**src/design/pch_ram.sv**
```systemverilog
// ----------------------------------------------------------------------------
// pch_ram
// Simple dual-port synchronous RAM, one write and one registered read port.
// ----------------------------------------------------------------------------
module pch_ram #(
  parameter int DEPTH = 95,
  parameter int WIDTH = 32,
  parameter int AW    = (DEPTH > 1) ? $clog2(DEPTH) : 1
) (
  input  logic             clk,
  input  logic             we,
  input  logic [AW-1:0]    waddr,
  input  logic [WIDTH-1:0] wdata,
  input  logic             re,
  input  logic [AW-1:0]    raddr,
  output logic [WIDTH-1:0] rdata
);

  logic [WIDTH-1:0] mem [DEPTH];

  always_ff @(posedge clk) begin
    if (we) begin
      mem[waddr] <= wdata;
    end
  end

  always_ff @(posedge clk) begin
    if (re) begin
      rdata <= mem[raddr];
    end
  end

endmodule

```
**config.mk**
```make
export PLATFORM = sky130hd
export DESIGN_NAME = pch_ram
export DESIGN_NICKNAME = d
export VERILOG_FILES = /design/src/design/pch_ram.sv
export SDC_FILE = /design/constraint.sdc
export NUM_CORES = 2
export LEC_CHECK = 0
export ABC_CLOCK_PERIOD_IN_PS = 5300
export BUFFER_PORTS_ARGS = -buffer_cell sky130_fd_sc_hd__buf_2
export CAP_MARGIN = 25
export CORE_MARGIN = 2
export CORE_UTILIZATION = 30
export CTS_BUF_LIST = sky130_fd_sc_hd__clkbuf_16
export CTS_CLUSTER_DIAMETER = 40
export CTS_CLUSTER_SIZE = 8
export DETAILED_ROUTE_END_ITERATION = 6
export GPL_TIMING_DRIVEN = 0
export PLACE_DENSITY_LB_ADDON = 0.12
export SYNTH_ARGS = -nofsm -noshare
export SYNTH_HDL_FRONTEND = slang
export SYNTH_SLANG_ARGS = --single-unit
```
**constraint.sdc**
```tcl
create_clock -name clk -period 5.3 [get_ports clk]
set_input_delay 0.265 -clock clk [delete_from_list [all_inputs] [get_ports clk]]
set_output_delay 0.265 -clock clk [all_outputs]
set_load 0.005 [all_outputs]
```
**Yosys cells after proc, flatten, opt, wreduce, memory -nomap -nowiden**

Memories as Yosys holds them, arrays and structs flattened. A register that Yosys moved wholly into a read port is not among the register bits.
Index checks and enable logic that the tools add are counted.

- Logic and storage cells: 3
- Memories kept: 1
- Output and inout port bits: 32
- Bits in writable memories: 3040
- Register bits: 0

- Multiplexer cells: 2

Memories:

| name | depth | bits a word | rd ports | clocked after Yosys merged registers in | write ports | RTL line | source |
|---|---|---|---|---|---|---|---|
| mem | 95 | 32 | 1 | 1 | 1 | 19 | `logic [WIDTH-1:0] mem [DEPTH];` |

Operators by type and width:

| cell | count |
|---|---|
| $mux 1 | 2 |

**Depth between registers and ports, before layout**

- Depth in word-level cells: 2
- Depth in mapped cells: 11
- Gate-level depth less buffers: 5

**Worst setup path before layout**

Ideal clock, no wire load.

- Kind: input-to-reg
- Start: input waddr[5]
- End: memory mem[44][0] (enable)
- Setup time: 461 ps
- Buffers on the path: 0
- Stages on the path: 3
- Slack: 1840 ps
- Arrival time: 2999 ps
- Cell sequence: nor2b_1 > nand3_1 > nor3_1

RTL lines:

| what | RTL line | source |
|---|---|---|
| start: declaration | 12 | `input logic [AW-1:0] waddr,` |
| end: declaration | 19 |  |

No word-level cell before the write port.

==> flow_summary_export.csv <==
group,metric,value,unit
global_routing,grt.met2_usage,0.438,
final_layout,net_total_in_the_final_layout,6313,
detailed_routing,detailedRoute.firstPassIterationCount,6,
detailed_routing,vias_per_cell,5.93,
synthesis,ys_ff_latch,3072,
worst_setup_path,crit_path_start_kind,"input pin",
sta,timing.fmax,202,MHz
synthesis,synth_area,118000,um2
floorplanning,die_h,631,um
power_and_ir_drop,leakage,48.3,nW
final_layout,most_frequent_standard_cell_in_the_layout_excluding_fill_and_tap_cells,"sky130_fd_sc_hd__edfxtp_1",
global_routing,globalRoute.totalOverflow,0,
detailed_routing,final_antenna_net_count,0,
worst_setup_path,r2r-end,"rdata[23]",
worst_setup_path,timing.critical_path.arrival,5.58,ns
detailed_routing,drt_first_iter_violations,13600,
floorplanning,std_cell_rows,230,
global_routing,grt_antenna_before_repair,88,
floorplanning,floorplan.die_area,398000,um2
synthesis,synth_cells,5250,
clock_network,buffer_levels_on_the_longest_clock_path,4,
worst_setup_path,cpPeakStageDelay,0.92,ns
sta,worst_slew_pin_slew,1.47,ns
power_and_ir_drop,power.switching,0.0147,W
clock_network,cts_tree,"done",
worst_setup_path,critPathCapture,"rdata[3]",
placed_design,place.detailed.hpwl,411000,um
power_and_ir_drop,power_per_cell_area,417,nW/um2
global_routing,total_routing_usage_reported_by_global_routing,0.290,
worst_setup_path,worstPathRequired,5.93,ns
clock_network,clkSlewWorstSetupHoldPaths,0.05,ns
sta,rsz0062_at_grt,"false",
power_and_ir_drop,switching_share,0.236,
global_routing,first_pass_grt_wire_length,735000,um
clock_network,clock_insertion_delay_worst_skew,1.05,ns
worst_setup_path,worstSetupStartpoint,"raddr[1]",
global_routing,first_global_vias,65700,
sta,final-hold-violation-count,0,
worst_setup_path,critical_path.top_delay_family,"buffers and inverters",
final_layout,postLayoutCoreUtil,0.381,
placed_design,placedCellCount,10900,
global_routing,grt_start_max_net_pins,96,
final_layout,flow.area_growth_from_synthesis,26.6,%
worst_setup_path,worst-path-stages,10,
clock_network,ctsRootBufferMaster,"sky130_fd_sc_hd__clkbuf_16",
min_path,holdCritPathClass,"input pin to flip-flop",
placed_design,place_congestion,0.904,
power_and_ir_drop,irDropWorstVdd,0.337,mV
sta,finalCritPeriodShare,0.935,
sta,timing_max_transition_violations_final,0,
detailed_routing,routedWlPerCell,49.7,um
worst_setup_path,worst-path-buf-inv,7,
worst_setup_path,worstSetupPathType,"input pin to flip-flop",
floorplanning,core_region_area,392000,um2
detailed_routing,detailroute.via_count,70200,
synthesis,synth_enable_flop_cells,3072,
worst_setup_path,worst_r2r_startpoint,"mem[28][23]",
synthesis,synth-main-ff-cell,"sky130_fd_sc_hd__edfxtp_1",
global_routing,met1_usage_grt,0.389,
synthesis,yosys.cell_types.count,68,
global_routing,gr-usage-met3,0.0693,
synthesis,synthSimpleGateAreaFrac,0.0188,
worst_setup_path,critical_path_endpoint_category,"flip-flop",
synthesis,synth-compound-area-share,0.0257,
power_and_ir_drop,power_frac_comb,0.061,
final_layout,post_route_cells_drive_above_1_share,0.337,
synthesis,syn_nets,5299,
detailed_routing,finalWirelength,588000,um
synthesis,synth-adder-area-share,0,
floorplanning,die-width,631,um
synthesis,synth_xor_xnor_area_share,0,
detailed_routing,drcViolationCount,0,
worst_setup_path,worst-path-max-fanout,10,
global_routing,grt_most_used_layer,"met2",
placed_design,port-buffer-count,74,
sta,finalCriticalPeriod,4.96,ns
job,max_cap_violations,0,
outcome,outcome,"completed",
synthesis,largest_family_of_logic_cells_by_synthesized_area,"multiplexers",
synthesis,async_set_reset_flop_share_out_of_synthesis,0,
sta,timing.slew.headroom,0.0171,
final_layout,leading_cell_types_in_the_layout_fill_and_taps_excluded,"sky130_fd_sc_hd__edfxtp_1, sky130_fd_sc_hd__mux4_2, sky130_fd_sc_hd__clkbuf_16",
worst_setup_path,worstPathCellList,"buf_2, buf_4, buf_4, buf_2, buf_2, buf_2, buf_2, a31oi_1, a221oi_1, o211ai_1",
worst_setup_path,crit_path_frequent_cell,"sky130_fd_sc_hd__buf_2",
synthesis,register_area_share_after_synthesis,0.782,
power_and_ir_drop,p_int,0.0476,W
clock_network,cts_buffers,530,
clock_network,cts_num_sinks,3072,
synthesis,ys_warn_count,0,
synthesis,synth_area_per_cell,22.5,um2
floorplanning,pin_count,81,
clock_network,post_cts_resize_count,0,
clock_network,cts_h_tree_depth,6,
sta,timing.clock.skew,0.0382,ns
worst_setup_path,r2r_cells,6,
final_layout,cell_count_final_fillers_out,11800,
synthesis,synth.area.mux_share,0.158,
power_and_ir_drop,p_clk_frac,0.507,
sta,timing.final.setup_violations,0,
worst_setup_path,reg2reg_slack,1.20,ns
worst_setup_path,slowest_stage_cell_cp,"sky130_fd_sc_hd__buf_2",
power_and_ir_drop,pwr-share-seq,0.432,
floorplanning,floorplan.initialDensity,0.301,
-- stage by stage --
stage / hold WS [ns] / setup slack (ns) / power, W / instance area (um2) / setup TNS (ns)
finish: 0.0998 / 0.344 / 0.0624 / 149000 / 0
global route: 0.115 / 0.675 / 0.0636 / 149000 / 0
CTS: 0.0412 / 0.594 / 0.0624 / 149000 / 0
detailed placement: 0.533 / -0.503 / 0.0311 / 133000 / -3.46
global placement: 0.658 / -6.20 / 0.0308 / 125000 / -6119.49
floorplan: 0.364 / 1.84 / 0.0287 / 118000 / 0
-- layer usage --
layer	vias up	part of all wire
met2	5387	0.44
met5	-	0.00025
met1	39000	0.39
met3	1202	0.11
li1	24600	-
met4	20	0.061
-- cells by family (layout without fill, tap and decap cells) --
logic type             Yosys count  in the layout
AO/OA/AOI/OAI                  425            425
other                            0             40
multiplexers                   985            985
AND/OR/NAND/NOR                478            478
buffers and inverters          290           1629
flip-flops                    3072           3072
-- power by group through the flow --
stage	Combinational, W	Clock, W	Sequential, W
finish	0.00379	0.0316	0.0269
CTS	0.00369	0.0318	0.0270
floorplan	0.00131	0	0.0274
global route	0.00375	0.0329	0.0269
global placement	0.00340	0	0.0274
detailed placement	0.00366	0	0.0274
-- what timing repair did --
| item | CTS | global route |
|---|---|---|
| endpoints found under the hold margin | 2381 | 0 |
| buffers inserted | 0 | 0 |
| hold buffers | 37 | 0 |
-- synthesized netlist by cell type, types with 8 or more instances --
cell type / n / area (um2)
sky130_fd_sc_hd__nor2_1: 136 / 510
sky130_fd_sc_hd__o221ai_1: 15 / 131
sky130_fd_sc_hd__a22o_1: 14 / 123
sky130_fd_sc_hd__a31oi_1: 23 / 144
sky130_fd_sc_hd__clkbuf_1: 93 / 349
sky130_fd_sc_hd__mux4_2: 687 / 15500
sky130_fd_sc_hd__buf_4: 46 / 345
sky130_fd_sc_hd__o211ai_1: 19 / 143
sky130_fd_sc_hd__a21oi_1: 48 / 240
sky130_fd_sc_hd__o21ai_0: 39 / 195
sky130_fd_sc_hd__buf_8: 8 / 120
sky130_fd_sc_hd__nand3_1: 48 / 240
sky130_fd_sc_hd__buf_1: 10 / 37.5
sky130_fd_sc_hd__mux2i_1: 244 / 2440
sky130_fd_sc_hd__o22ai_1: 55 / 344
sky130_fd_sc_hd__a211oi_1: 30 / 225
sky130_fd_sc_hd__a221oi_1: 18 / 158
sky130_fd_sc_hd__and2_1: 9 / 56.3
sky130_fd_sc_hd__a22oi_1: 82 / 616
sky130_fd_sc_hd__mux2_2: 47 / 529
sky130_fd_sc_hd__nand2_1: 155 / 582
sky130_fd_sc_hd__buf_6: 50 / 563
sky130_fd_sc_hd__nand4_1: 11 / 68.8
sky130_fd_sc_hd__nor2b_1: 31 / 194
sky130_fd_sc_hd__a2111oi_0: 11 / 96.3
sky130_fd_sc_hd__nand2b_1: 18 / 113
sky130_fd_sc_hd__edfxtp_1: 3072 / 92200
sky130_fd_sc_hd__nor3_1: 25 / 125
sky130_fd_sc_hd__buf_2: 72 / 360
-- cell type report --
cell class                      instances  area (um2)
Antenna cell                           40         100
Buffer                                283        1940
Clock buffer                          542       13600
Clock inverter                        315        2570
Fill cell                           35400      243000
Inverter                                7        26.3
Multi-Input combinational cell       1888       24600
Sequential cell                      3072       92200
Tap cell                             5220        6530
Timing Repair Buffer                  482        7830
-- flip-flops by register name, summed over array words and instances, names as in the netlist --
register  cells
mem        3040
rdata        32
-- worst min path at each step --
| stage | start | end | cells past startpoint |
|---|---|---|---|
| after global routing | wdata[9] | mem[47][9] | 2 |
| after floorplan | wdata[0] | mem[0][0] | 0 |
| after detailed placement | wdata[9] | mem[47][9] | 1 |
| final | wdata[17] | mem[82][17] | 2 |
| after global placement | rdata[25] | rdata[25] | 1 |
| after CTS | wdata[9] | mem[47][9] | 2 |
-- worst register-to-register path: stages (launching register included) --
cell and delay, ns:
sky130_fd_sc_hd__edfxtp_1 0.35, sky130_fd_sc_hd__mux4_2 0.49, sky130_fd_sc_hd__mux2i_2 0.80, sky130_fd_sc_hd__a21oi_1 0.48, sky130_fd_sc_hd__a31oi_2 0.99, sky130_fd_sc_hd__o311ai_0 0.46, sky130_fd_sc_hd__buf_2 0.28
Power figures use the tool's default switching activity.
